**config.mk**
```make
export PLATFORM = sky130hd
export DESIGN_NAME = tfr_swizzle
export DESIGN_NICKNAME = d
export VERILOG_FILES = /design/src/hw/rtl/tfr_pkg.sv /design/src/hw/rtl/tfr_swizzle.sv
export SDC_FILE = /design/constraint.sdc
export NUM_CORES = 1
export LEC_CHECK = 0
export ABC_AREA = 1
export BUFFER_PORTS_ARGS = -buffer_cell sky130_fd_sc_hd__buf_2
export CORE_ASPECT_RATIO = 1.4
export CORE_MARGIN = 1.5
export CORE_UTILIZATION = 44
export DETAILED_ROUTE_END_ITERATION = 8
export PLACE_DENSITY = 0.95
export SETUP_SLACK_MARGIN = 0.02
export SLEW_MARGIN = 25
export SYNTH_ARGS = -nofsm -noshare
export SYNTH_HDL_FRONTEND = slang
export SYNTH_SLANG_ARGS = --single-unit
```
**constraint.sdc**
```tcl
create_clock -name vclk -period 2.35
set_input_delay 0.47 -clock vclk [all_inputs]
set_output_delay 0.47 -clock vclk [all_outputs]
set_load 0.03 [all_outputs]
```
**src/hw/rtl/tfr_pkg.sv**
```systemverilog
// Shared types and constants for the texel format converter.
`default_nettype none

package tfr_pkg;

    // Source format codes held in the source_format register.
    typedef enum logic [2:0] {
        FMT_BGRA8 = 3'd0,
        FMT_RGBA8 = 3'd1,
        FMT_ABGR8 = 3'd2,
        FMT_ARGB8 = 3'd3,
        FMT_BGR8  = 3'd4,
        FMT_RGB8  = 3'd5,
        FMT_P8    = 3'd6,
        FMT_UNSUP = 3'd7
    } t_fmt;

    // Request codes on the req_type field.
    localparam logic REQ_CONVERT = 1'b0;
    localparam logic REQ_PALETTE = 1'b1;

    // Register index (paddr[2]) of the source_format register.
    localparam logic REG_SOURCE_FORMAT = 1'b0;

    localparam t_fmt FMT_RESET = FMT_RGBA8;

    localparam int PALETTE_DEPTH_DEF = 256;

    // One converted texel.
    typedef struct packed {
        logic [7:0] red;
        logic [7:0] green;
        logic [7:0] blue;
        logic [7:0] alpha;
        logic       unsupported;
    } t_pix;

endpackage

`default_nettype wire

```
**src/hw/rtl/tfr_swizzle.sv**
```systemverilog
// Byte swizzle and palette unpack from source format to RGBA8 channels.
`default_nettype none

module tfr_swizzle (
    input  wire tfr_pkg::t_fmt i_fmt,
    input  wire logic [31:0]   i_texel_bytes,
    input  wire logic [31:0]   i_pal_entry,
    input  wire logic          i_pal_oor,
    output tfr_pkg::t_pix      o_pix
);

    logic [7:0] b0, b1, b2, b3;
    logic [7:0] p0, p1, p2, p3;

    assign b0 = i_texel_bytes[7:0];
    assign b1 = i_texel_bytes[15:8];
    assign b2 = i_texel_bytes[23:16];
    assign b3 = i_texel_bytes[31:24];

    assign p0 = i_pal_entry[7:0];
    assign p1 = i_pal_entry[15:8];
    assign p2 = i_pal_entry[23:16];
    assign p3 = i_pal_entry[31:24];

    always_comb begin
        o_pix = '0;
        case (i_fmt)
            tfr_pkg::FMT_BGRA8: begin
                o_pix.red = b2; o_pix.green = b1; o_pix.blue = b0; o_pix.alpha = b3;
            end
            tfr_pkg::FMT_RGBA8: begin
                o_pix.red = b0; o_pix.green = b1; o_pix.blue = b2; o_pix.alpha = b3;
            end
            tfr_pkg::FMT_ABGR8: begin
                o_pix.red = b3; o_pix.green = b2; o_pix.blue = b1; o_pix.alpha = b0;
            end
            tfr_pkg::FMT_ARGB8: begin
                o_pix.red = b1; o_pix.green = b2; o_pix.blue = b3; o_pix.alpha = b0;
            end
            tfr_pkg::FMT_BGR8: begin
                o_pix.red = b2; o_pix.green = b1; o_pix.blue = b0;
            end
            tfr_pkg::FMT_RGB8: begin
                o_pix.red = b0; o_pix.green = b1; o_pix.blue = b2;
            end
            tfr_pkg::FMT_P8: begin
                // out-of-range index reads as zero colour
                if (!i_pal_oor) begin
                    o_pix.red = p2; o_pix.green = p1; o_pix.blue = p0; o_pix.alpha = p3;
                end
            end
            default: begin
                o_pix.unsupported = 1'b1;
            end
        endcase
    end

endmodule

`default_nettype wire

```
==> impl_metrics.env, run 1 <==
export IMPL_antenna_found_initial=0
export IMPL_synth_top_cells_by_area="sky130_fd_sc_hd__nand2_1, sky130_fd_sc_hd__nor2_1, sky130_fd_sc_hd__nand3_1"
export IMPL_max_slew_headroom_pct=61.2
export IMPL_gp_congestion=0.872
export IMPL_pre_cts_slack_ns=0.227
export IMPL_timing_max_transition_violations_final=0
export IMPL_holdWs_ns=1.28
export IMPL_post_route_min_period_ns=2.16
export IMPL_synth_largest_area_cell="sky130_fd_sc_hd__nand2_1"
export IMPL_boundaryPins=101
export IMPL_cts_resized_gates=0
export IMPL_critical_path_required_ns=1.88
export IMPL_post_cts_buffers=0
export IMPL_rsz_0062_raised_after_global_routing="false"
export IMPL_area_growth_synth_to_final_pct=42.5
export IMPL_globalRouteOverflowTotal=0
export IMPL_cts_hold_buf=0
export IMPL_synthesized_area_sq_um=1210
export IMPL_run_status="complete, no violations"
export IMPL_register_area_sq_um=0
export IMPL_multi_input_comb_area_sq_um=1000
export IMPL_dieHeight_um=65.0
export IMPL_detailed_placement_hpwl_um=3290
export IMPL_criticalPathCategory="input port to output port"
export IMPL_ir_worst_vdd_uv=130
export IMPL_floorplan_initialDensity_pct=46.2
export IMPL_synth_cell_type_count=16
export IMPL_drive_above_1_share_pct=29.9
export IMPL_most_repeated_library_cell_on_the_critical_path="sky130_fd_sc_hd__nand2_1"
export IMPL_final_critical_path_setup_slack_ns=0.190
export IMPL_rows=22
export IMPL_seq_cell_count=0
export IMPL_data_arrival_at_the_endpoint_of_the_critical_path_ns=1.69
export IMPL_timing_critical_path_cells="buf_2, nor2_2, nand2_1, nand2_1, nor2_1, nand2_1, buf_2"
export IMPL_die_w_um=47.3
export IMPL_highest_delay_cell_along_the_critical_path="sky130_fd_sc_hd__nor2_2"
export IMPL_n_fill_cell=289
export IMPL_postSynthNetCount=356
export IMPL_most_frequent_standard_cell_in_the_layout_excluding_fill_and_tap_cells="sky130_fd_sc_hd__nand2_1"
export IMPL_detail_route_wl_per_cell_um=10.2
export IMPL_cpPeakStageDelay_ns=0.50
export IMPL_grt_first_pass_wirelength_um=6600
export IMPL_final_min_period_over_clock_period_pct=91.9
export IMPL_critical_path_startpoint_type="input port"
export IMPL_p_per_area_nw_per_um2=229
export IMPL_antennaDiodeCount=0
export IMPL_mostFrequentLayoutCells="sky130_fd_sc_hd__nand2_1, sky130_fd_sc_hd__buf_2, sky130_fd_sc_hd__nor2_1, sky130_fd_sc_hd__nand3_1, sky130_fd_sc_hd__inv_1"
export IMPL_wirelength_um=4260
export IMPL_crit_fanout=16
export IMPL_postSynthCellCount=288
export IMPL_floorplan_core_area_sq_um=2620
export IMPL_maxCapViolCount=0
export IMPL_number_of_optimization_iterations_in_the_first_detailed_route_pass=5
export IMPL_pin_count_of_the_biggest_net_entering_global_routing=20
export IMPL_drtIter0Drc=87
export IMPL_number_of_global_route_vias_before_repair=1706
export IMPL_hold_class="input port to output port"
export IMPL_antenna_left=0
export IMPL_synthDominantCellAreaShare_pct=34.8
export IMPL_leakage_uw=0.00115
export IMPL_maxClockFrequency_ghz=0.463
export IMPL_synth_area_per_cell_sq_um=4.20
export IMPL_tns_ns=0
export IMPL_timing_hold_violations_final=0
export IMPL_detail_route_drc_violations=0
export IMPL_worstMarginPinSlew_ns=0.582
export IMPL_die_area_sq_um=3070
export IMPL_yosys_warnings=0
export IMPL_grt_util_all_layers_pct=27.0
export IMPL_place_port_buffers=101
export IMPL_detailroute_via_count=2035
export IMPL_layout_nets=451
export IMPL_report_final_setup_viol=0
export IMPL_n_clock_buffer=0
export IMPL_synth_sequential_area_ratio_pct=0
export IMPL_vias_per_cell=4.88
export IMPL_cp_end_kind="output port"
## worst paths after layout
check,from,end,slack [ns],depth (start not counted)
setup / recovery,i_fmt[0],o_pix[29],0.19,7
hold / removal,i_pal_entry[10],o_pix[19],1.28,4
## metrics by stage
| stage | util, % | cell area, sq um | total power, uW | instances |
|---|---|---|---|---|
| floorplan | - | 1210 | 254 | 288 |
| global placement | 65.9 | 1720 | 386 | 417 |
| detailed placement | 65.9 | 1720 | 392 | 417 |
| CTS | 65.9 | 1720 | 393 | 417 |
| global route | 65.9 | 1720 | 431 | 417 |
| finish | 65.9 | 1720 | 394 | 417 |
## kinds of logic (layout without fill, tap and decap cells)
family                 Yosys count  after routing  share of synthesized area, %
and+or+nand+nor                231            231                          79.4
AOI/OAI and AO/OA                8              8                          3.31
buffers and inverters           49            142                          17.3
## area by class of cell
class	instances	area share [%]
multi-input cells	239	58.0
repair buffers	106	31.5
inverters	36	7.84
well taps	36	2.61
## cell usage after synthesis
cell type and count:
sky130_fd_sc_hd__buf_1 1, sky130_fd_sc_hd__inv_2 3, sky130_fd_sc_hd__nor2_4 1, sky130_fd_sc_hd__clkinv_1 6
sky130_fd_sc_hd__buf_6 1, sky130_fd_sc_hd__clkbuf_1 1, sky130_fd_sc_hd__nand3_1 32, sky130_fd_sc_hd__inv_1 27
sky130_fd_sc_hd__o21ai_1 8, sky130_fd_sc_hd__nor3_1 1, sky130_fd_sc_hd__nand2_1 112, sky130_fd_sc_hd__nor2_1 81
sky130_fd_sc_hd__buf_4 2, sky130_fd_sc_hd__nand3_4 3, sky130_fd_sc_hd__nor2_2 1, sky130_fd_sc_hd__buf_2 8
## power breakdown
group	leakage, uW	internal [uW]	total, uW	switching [uW]
Combinational	0.00115	132	394	263
Clock	0	0	0	0
Sequential	0	0	0	0
Total	0.00115	132	394	263
## layer usage
metal | track usage (%) | up-vias | share of wire (%)
met2 | 48.6 | 99 | 50
met3 | 1.11 | 10 | 8.0
met1 | 33.2 | 872 | 41
li1 | - | 1054 | -
met5 | 0 | - | 0
met4 | 6.25 | 0 | 1.5
## critical path: cells and delay by family
kind / cells / cell delay (ns)
buf+inv: 2 / 0.37
simple gates: 5 / 0.85
Note: power is estimated with default switching activity, not from simulation.
==> inputs of run 2 (changes only) <==
- CORE_ASPECT_RATIO: 1.4 -> 1.25
==> run 2 against run 1 <==
Net effect: largest power group unchanged; largest cell class unchanged; global-route usage decreased by 1.2 points; total power increased by 1.8%; flip-flop and latch count unchanged.
==> impl_metrics.env, run 2 (synthesized netlist as in run 1, its figures left out) <==
export IMPL_antennaDiodeCount=0
export IMPL_tns_ns=0
export IMPL_ir_worst_vdd_uv=120
export IMPL_timing_hold_violations_final=0
export IMPL_seq_cell_count=0
export IMPL_antenna_left=0
export IMPL_leakage_uw=0.00118
export IMPL_cts_resized_gates=0
export IMPL_die_area_sq_um=3070
export IMPL_maxClockFrequency_ghz=0.461
export IMPL_p_per_area_nw_per_um2=228
export IMPL_final_instance_count_excl_fill=420
export IMPL_cts_hold_buf=0
export IMPL_number_of_optimization_iterations_in_the_first_detailed_route_pass=5
export IMPL_area_growth_synth_to_final_pct=45.4
export IMPL_floorplan_core_area_sq_um=2650
export IMPL_place_port_buffers=101
export IMPL_die_w_um=49.9
export IMPL_layout_core_utilization_pct=66.2
export IMPL_worstMarginPinSlew_ns=0.620
export IMPL_mostFrequentLayoutCells="sky130_fd_sc_hd__nand2_1, sky130_fd_sc_hd__buf_2, sky130_fd_sc_hd__nor2_1, sky130_fd_sc_hd__nand3_1, sky130_fd_sc_hd__inv_1"
export IMPL_most_frequent_standard_cell_in_the_layout_excluding_fill_and_tap_cells="sky130_fd_sc_hd__nand2_1"
export IMPL_antenna_found_initial=0
export IMPL_gp_congestion=0.841
export IMPL_number_of_global_route_vias_before_repair=1628
export IMPL_post_route_min_period_ns=2.17
export IMPL_register_area_sq_um=0
export IMPL_wirelength_um=4310
export IMPL_floorplan_initialDensity_pct=45.5
export IMPL_drive_above_1_share_pct=30.8
export IMPL_grt_first_pass_wirelength_um=6460
export IMPL_timing_max_transition_violations_final=0
export IMPL_rows=21
export IMPL_hold_class="input port to output port"
export IMPL_final_critical_path_setup_slack_ns=0.181
export IMPL_critical_path_startpoint_type="input port"
export IMPL_timing_critical_path_cells="buf_2, nand3_4, nor2_4, nand2_1, nand2_1, buf_2"
export IMPL_placed_cells_incl_taps=420
export IMPL_critical_path_required_ns=1.88
export IMPL_vias_per_cell=4.87
export IMPL_post_cts_buffers=0
export IMPL_drtIter0Drc=90
export IMPL_crit_fanout=16
export IMPL_hold_depth=4
export IMPL_report_final_setup_viol=0
export IMPL_detailroute_via_count=2047
export IMPL_cpPeakStageDelay_ns=0.34
export IMPL_detailed_placement_hpwl_um=3310
export IMPL_pre_cts_slack_ns=0.214
export IMPL_data_arrival_at_the_endpoint_of_the_critical_path_ns=1.70
export IMPL_run_status="complete, no violations"
export IMPL_max_slew_headroom_pct=58.7
export IMPL_boundaryPins=101
export IMPL_criticalPathCategory="input port to output port"
export IMPL_layout_nets=456
export IMPL_detail_route_drc_violations=0
export IMPL_globalRouteOverflowTotal=0
export IMPL_maxCapViolCount=0
export IMPL_grt_util_all_layers_pct=25.8
export IMPL_final_min_period_over_clock_period_pct=92.3
export IMPL_rsz_0062_raised_after_global_routing="false"
export IMPL_cp_end_kind="output port"
export IMPL_critPathLaunch="i_fmt[1]"
export IMPL_n_clock_buffer=0
export IMPL_highest_delay_cell_along_the_critical_path="sky130_fd_sc_hd__nor2_4"
export IMPL_pin_count_of_the_biggest_net_entering_global_routing=18
export IMPL_endpoint="o_pix[1]"
export IMPL_detail_route_wl_per_cell_um=10.3
export IMPL_dieHeight_um=61.6
[run 2: cell types whose count changed in the layout (fill, tap and decap cells not counted)]
cell / delta
sky130_fd_sc_hd__buf_4: +5
[run 2: how the worst min path moves through the flow]
stage,from,endpoint,slack [ns]
4_1_cts,i_pal_entry[28],o_pix[5],1.28
6_report,i_pal_entry[28],o_pix[5],1.28
2_1_floorplan,i_pal_entry[24],o_pix[1],1.16
5_1_grt,i_pal_entry[11],o_pix[20],1.29
3_5_place_dp,i_pal_entry[28],o_pix[5],1.28
3_3_place_gp,i_pal_entry[13],o_pix[22],1.28
[run 2: per-layer routing]
layer	wire length (um)	part of all wire, %	up-vias	track usage, %
li1	-	-	1062	-
met1	1840	43	873	30.7
met2	2160	50	106	51.6
met3	283	6.6	6	1.21
met4	22	0.51	0	4.76
met5	0	0	-	0
[run 2: power by group]
group	total [uW]	leakage, uW	internal [uW]	switching, uW
combinational	401	0.00118	137	265
sequential	0	0	0	0
clock	0	0	0	0
[run 2: cell type report]
class | instances | area (sq um)
multi-input combinational | 239 | 1000
fill | 275 | 896
timing repair buffer | 111 | 581
inverter | 36 | 135
tap | 34 | 42.5
[run 2: worst max-delay path: cells and delay by family]
kind	cells	cell delay, ns
and+or+nand+nor	4	0.74
buffers and inverters	2	0.48
[run 2: through the flow]
stage / cell area (sq um) / power [uW] / hold slack [ns]
after global placement: 1760 / 392 / 1.28
after detailed placement: 1760 / 398 / 1.28
final: 1760 / 401 / 1.28
after floorplan: 1210 / 254 / 1.16
after CTS: 1760 / 399 / 1.28
after global routing: 1760 / 436 / 1.29
==> inputs of run 3 (changes only) <==
- ABC_AREA: 1 -> 0
- CELL_PAD_IN_SITES_DETAIL_PLACEMENT: default -> 0
- CELL_PAD_IN_SITES_GLOBAL_PLACEMENT: default -> 1
- CORE_UTILIZATION: 44 -> 20
- PLACE_DENSITY: 0.95 -> 0.88
- clock period: 2.35 -> 1.92 ns (I/O delays scaled with it)
==> run 3 against run 2 <==
Net effect: core utilization shrank 29 points; flip-flop and latch count stayed put; synthesized cell count fell by 57%; critical path type unchanged; combinational power increased by 23%; die area increased by 64%; sequential share of layout area is the same; critical path depth grew 1; worst hold slack lost 0.18 ns; first-iteration DRC count fell by 73%; total power is 23% higher; largest cell class unchanged.
==> impl_metrics.env, run 3 <==
export IMPL_most_repeated_library_cell_on_the_critical_path="sky130_fd_sc_hd__buf_4"
export IMPL_floorplan_core_area_sq_um=4430
export IMPL_timing_critical_path_cells="buf_4, nor4bb_4, buf_4, clkbuf_16, nand2_1, o221ai_1, buf_2"
export IMPL_detailroute_via_count=1355
export IMPL_die_w_um=63.7
export IMPL_synth_area_per_cell_sq_um=7.50
export IMPL_grt_first_pass_wirelength_um=5510
export IMPL_antenna_left=0
export IMPL_detail_route_wl_per_cell_um=13.4
export IMPL_layout_core_utilization_pct=37.3
export IMPL_place_port_buffers=101
export IMPL_globalRouteOverflowTotal=0
export IMPL_most_frequent_standard_cell_in_the_layout_excluding_fill_and_tap_cells="sky130_fd_sc_hd__buf_2"
export IMPL_register_area_sq_um=0
export IMPL_run_status="complete, no violations"
export IMPL_crit_fanout=13
export IMPL_max_slew_headroom_pct=79.8
export IMPL_post_route_min_period_ns=1.88
export IMPL_timing_max_transition_violations_final=0
export IMPL_seq_cell_count=0
export IMPL_cpLargestDelayFamily="buffers and inverters"
export IMPL_n_clock_buffer=0
export IMPL_mostFrequentLayoutCells="sky130_fd_sc_hd__buf_2, sky130_fd_sc_hd__mux2i_1, sky130_fd_sc_hd__buf_4, sky130_fd_sc_hd__nand2_1, sky130_fd_sc_hd__o221ai_1"
export IMPL_holdWs_ns=1.10
export IMPL_wirelength_um=3800
export IMPL_yosys_warnings=0
export IMPL_n_fill_cell=464
export IMPL_synthDominantCellAreaShare_pct=42.3
export IMPL_synth_largest_area_cell="sky130_fd_sc_hd__mux2i_1"
export IMPL_placed_cells_incl_taps=281
export IMPL_cpPeakStageDelay_ns=0.26
export IMPL_critical_path_required_ns=1.54
export IMPL_layout_nets=295
export IMPL_dieHeight_um=78.9
export IMPL_postSynthNetCount=191
export IMPL_synthMostInstantiatedCell="sky130_fd_sc_hd__mux2i_1"
export IMPL_detail_route_drc_violations=0
export IMPL_p_per_area_nw_per_um2=300
export IMPL_timing_hold_violations_final=0
export IMPL_drive_above_1_share_pct=52.9
export IMPL_cp_end_kind="output port"
export IMPL_grt_util_all_layers_pct=13.2
export IMPL_final_instance_count_excl_fill=283
export IMPL_holdCritStartpoint="i_pal_entry[31]"
export IMPL_area_growth_synth_to_final_pct=79.1
export IMPL_tns_ns=0
export IMPL_report_final_setup_viol=0
export IMPL_floorplan_initialDensity_pct=20.8
export IMPL_antenna_found_initial=0
export IMPL_hold_path_endpoint="o_pix[8]"
export IMPL_worstMarginPinSlew_ns=0.295
export IMPL_pin_count_of_the_biggest_net_entering_global_routing=27
export IMPL_gp_congestion=0.674
export IMPL_multi_input_comb_area_sq_um=846
export IMPL_synthTopCellsByCount="sky130_fd_sc_hd__mux2i_1, sky130_fd_sc_hd__nand2_1, sky130_fd_sc_hd__o221ai_1"
export IMPL_synth_top_cells_by_area="sky130_fd_sc_hd__mux2i_1, sky130_fd_sc_hd__o221ai_1, sky130_fd_sc_hd__nand2_1"
export IMPL_rows=27
export IMPL_wp_buf_inv=4
export IMPL_data_arrival_at_the_endpoint_of_the_critical_path_ns=1.50
export IMPL_vias_per_cell=4.79
export IMPL_boundaryPins=101
export IMPL_hold_class="input port to output port"
export IMPL_rsz_0062_raised_after_global_routing="true"
export IMPL_maxCapViolCount=0
export IMPL_antennaDiodeCount=0
export IMPL_drtIter0Drc=24
export IMPL_leakage_uw=0.000880
export IMPL_criticalPathCategory="input port to output port"
export IMPL_synth_cell_type_count=15
export IMPL_number_of_global_route_vias_before_repair=1207
export IMPL_synthesized_area_sq_um=922
export IMPL_ir_worst_vdd_uv=135
export IMPL_critical_path_startpoint_type="input port"
export IMPL_final_min_period_over_clock_period_pct=98.0
export IMPL_postSynthCellCount=123
export IMPL_hold_depth=4
export IMPL_maxClockFrequency_ghz=0.531
export IMPL_highest_delay_cell_along_the_critical_path="sky130_fd_sc_hd__nor4bb_4"
export IMPL_synth_sequential_area_ratio_pct=0
export IMPL_number_of_optimization_iterations_in_the_first_detailed_route_pass=4
export IMPL_detailed_placement_hpwl_um=3040
export IMPL_die_area_sq_um=5030
-- run 3: cell types whose count changed in the layout (fill, tap and decap cells not counted), sizes merged, moves of 9 or more --
cell / before / now
nand3: 35 / 0
inv: 30 / 0
mux2i: 0 / 39
nor2b: 0 / 9
o221ai: 0 / 15
nor2: 83 / 0
nand2: 112 / 23
-- run 3: metal layers --
layer | track usage, % | part of all wire (%) | wire length, um | up-vias
met1 | 17.5 | 45 | 1700 | 621
met4 | 0.435 | 0 | 0 | 0
li1 | - | - | - | 681
met3 | 0.708 | 6.0 | 227 | 0
met5 | 0 | 0 | 0 | -
met2 | 24.6 | 49 | 1880 | 53
-- run 3: cells by family after synthesis --
| logic type | count (synthesis) | share of synthesized area (%) |
|---|---|---|
| multiplexers | 40 | 43.6 |
| buffers and inverters | 15 | 9.90 |
| AND/OR/NAND/NOR | 35 | 17.9 |
| AO/OA/AOI/OAI | 33 | 28.6 |
-- run 3: through the flow --
stage,cell area (sq um),power [uW],setup slack [ns]
after floorplan,922,281,0.0472
after global placement,1540,459,0.0645
after detailed placement,1540,461,0.0468
after CTS,1540,462,0.0446
after global routing,1650,529,-0.00817
final,1650,495,0.0377
-- run 3: what timing repair did --
action / CTS / global route
hold buffers: 0 / 0
buffers inserted: 0 / 1
endpoints found under the setup margin: 0 / 23
gates resized for setup: 0 / 44
-- run 3: worst max path at each step --
stage,startpoint,to,slack [ns],depth (start not counted)
CTS,i_fmt[0],o_pix[16],0.04,6
global route,i_fmt[0],o_pix[32],-0.008,7
floorplan,i_fmt[2],o_pix[13],0.05,4
detailed placement,i_fmt[0],o_pix[11],0.05,6
global placement,i_fmt[1],o_pix[20],0.06,6
finish,i_fmt[0],o_pix[32],0.04,7
-- run 3: final cells by class --
type	count	area share (%)
multi-input cells	108	51.2
well taps	58	4.39
repair buffers	117	44.4
-- run 3: where the power goes --
part	switching, uW	total, uW	internal, uW	leakage [uW]
Combinational	278	495	218	0.000880
Clock	0	0	0	0
Sequential	0	0	0	0
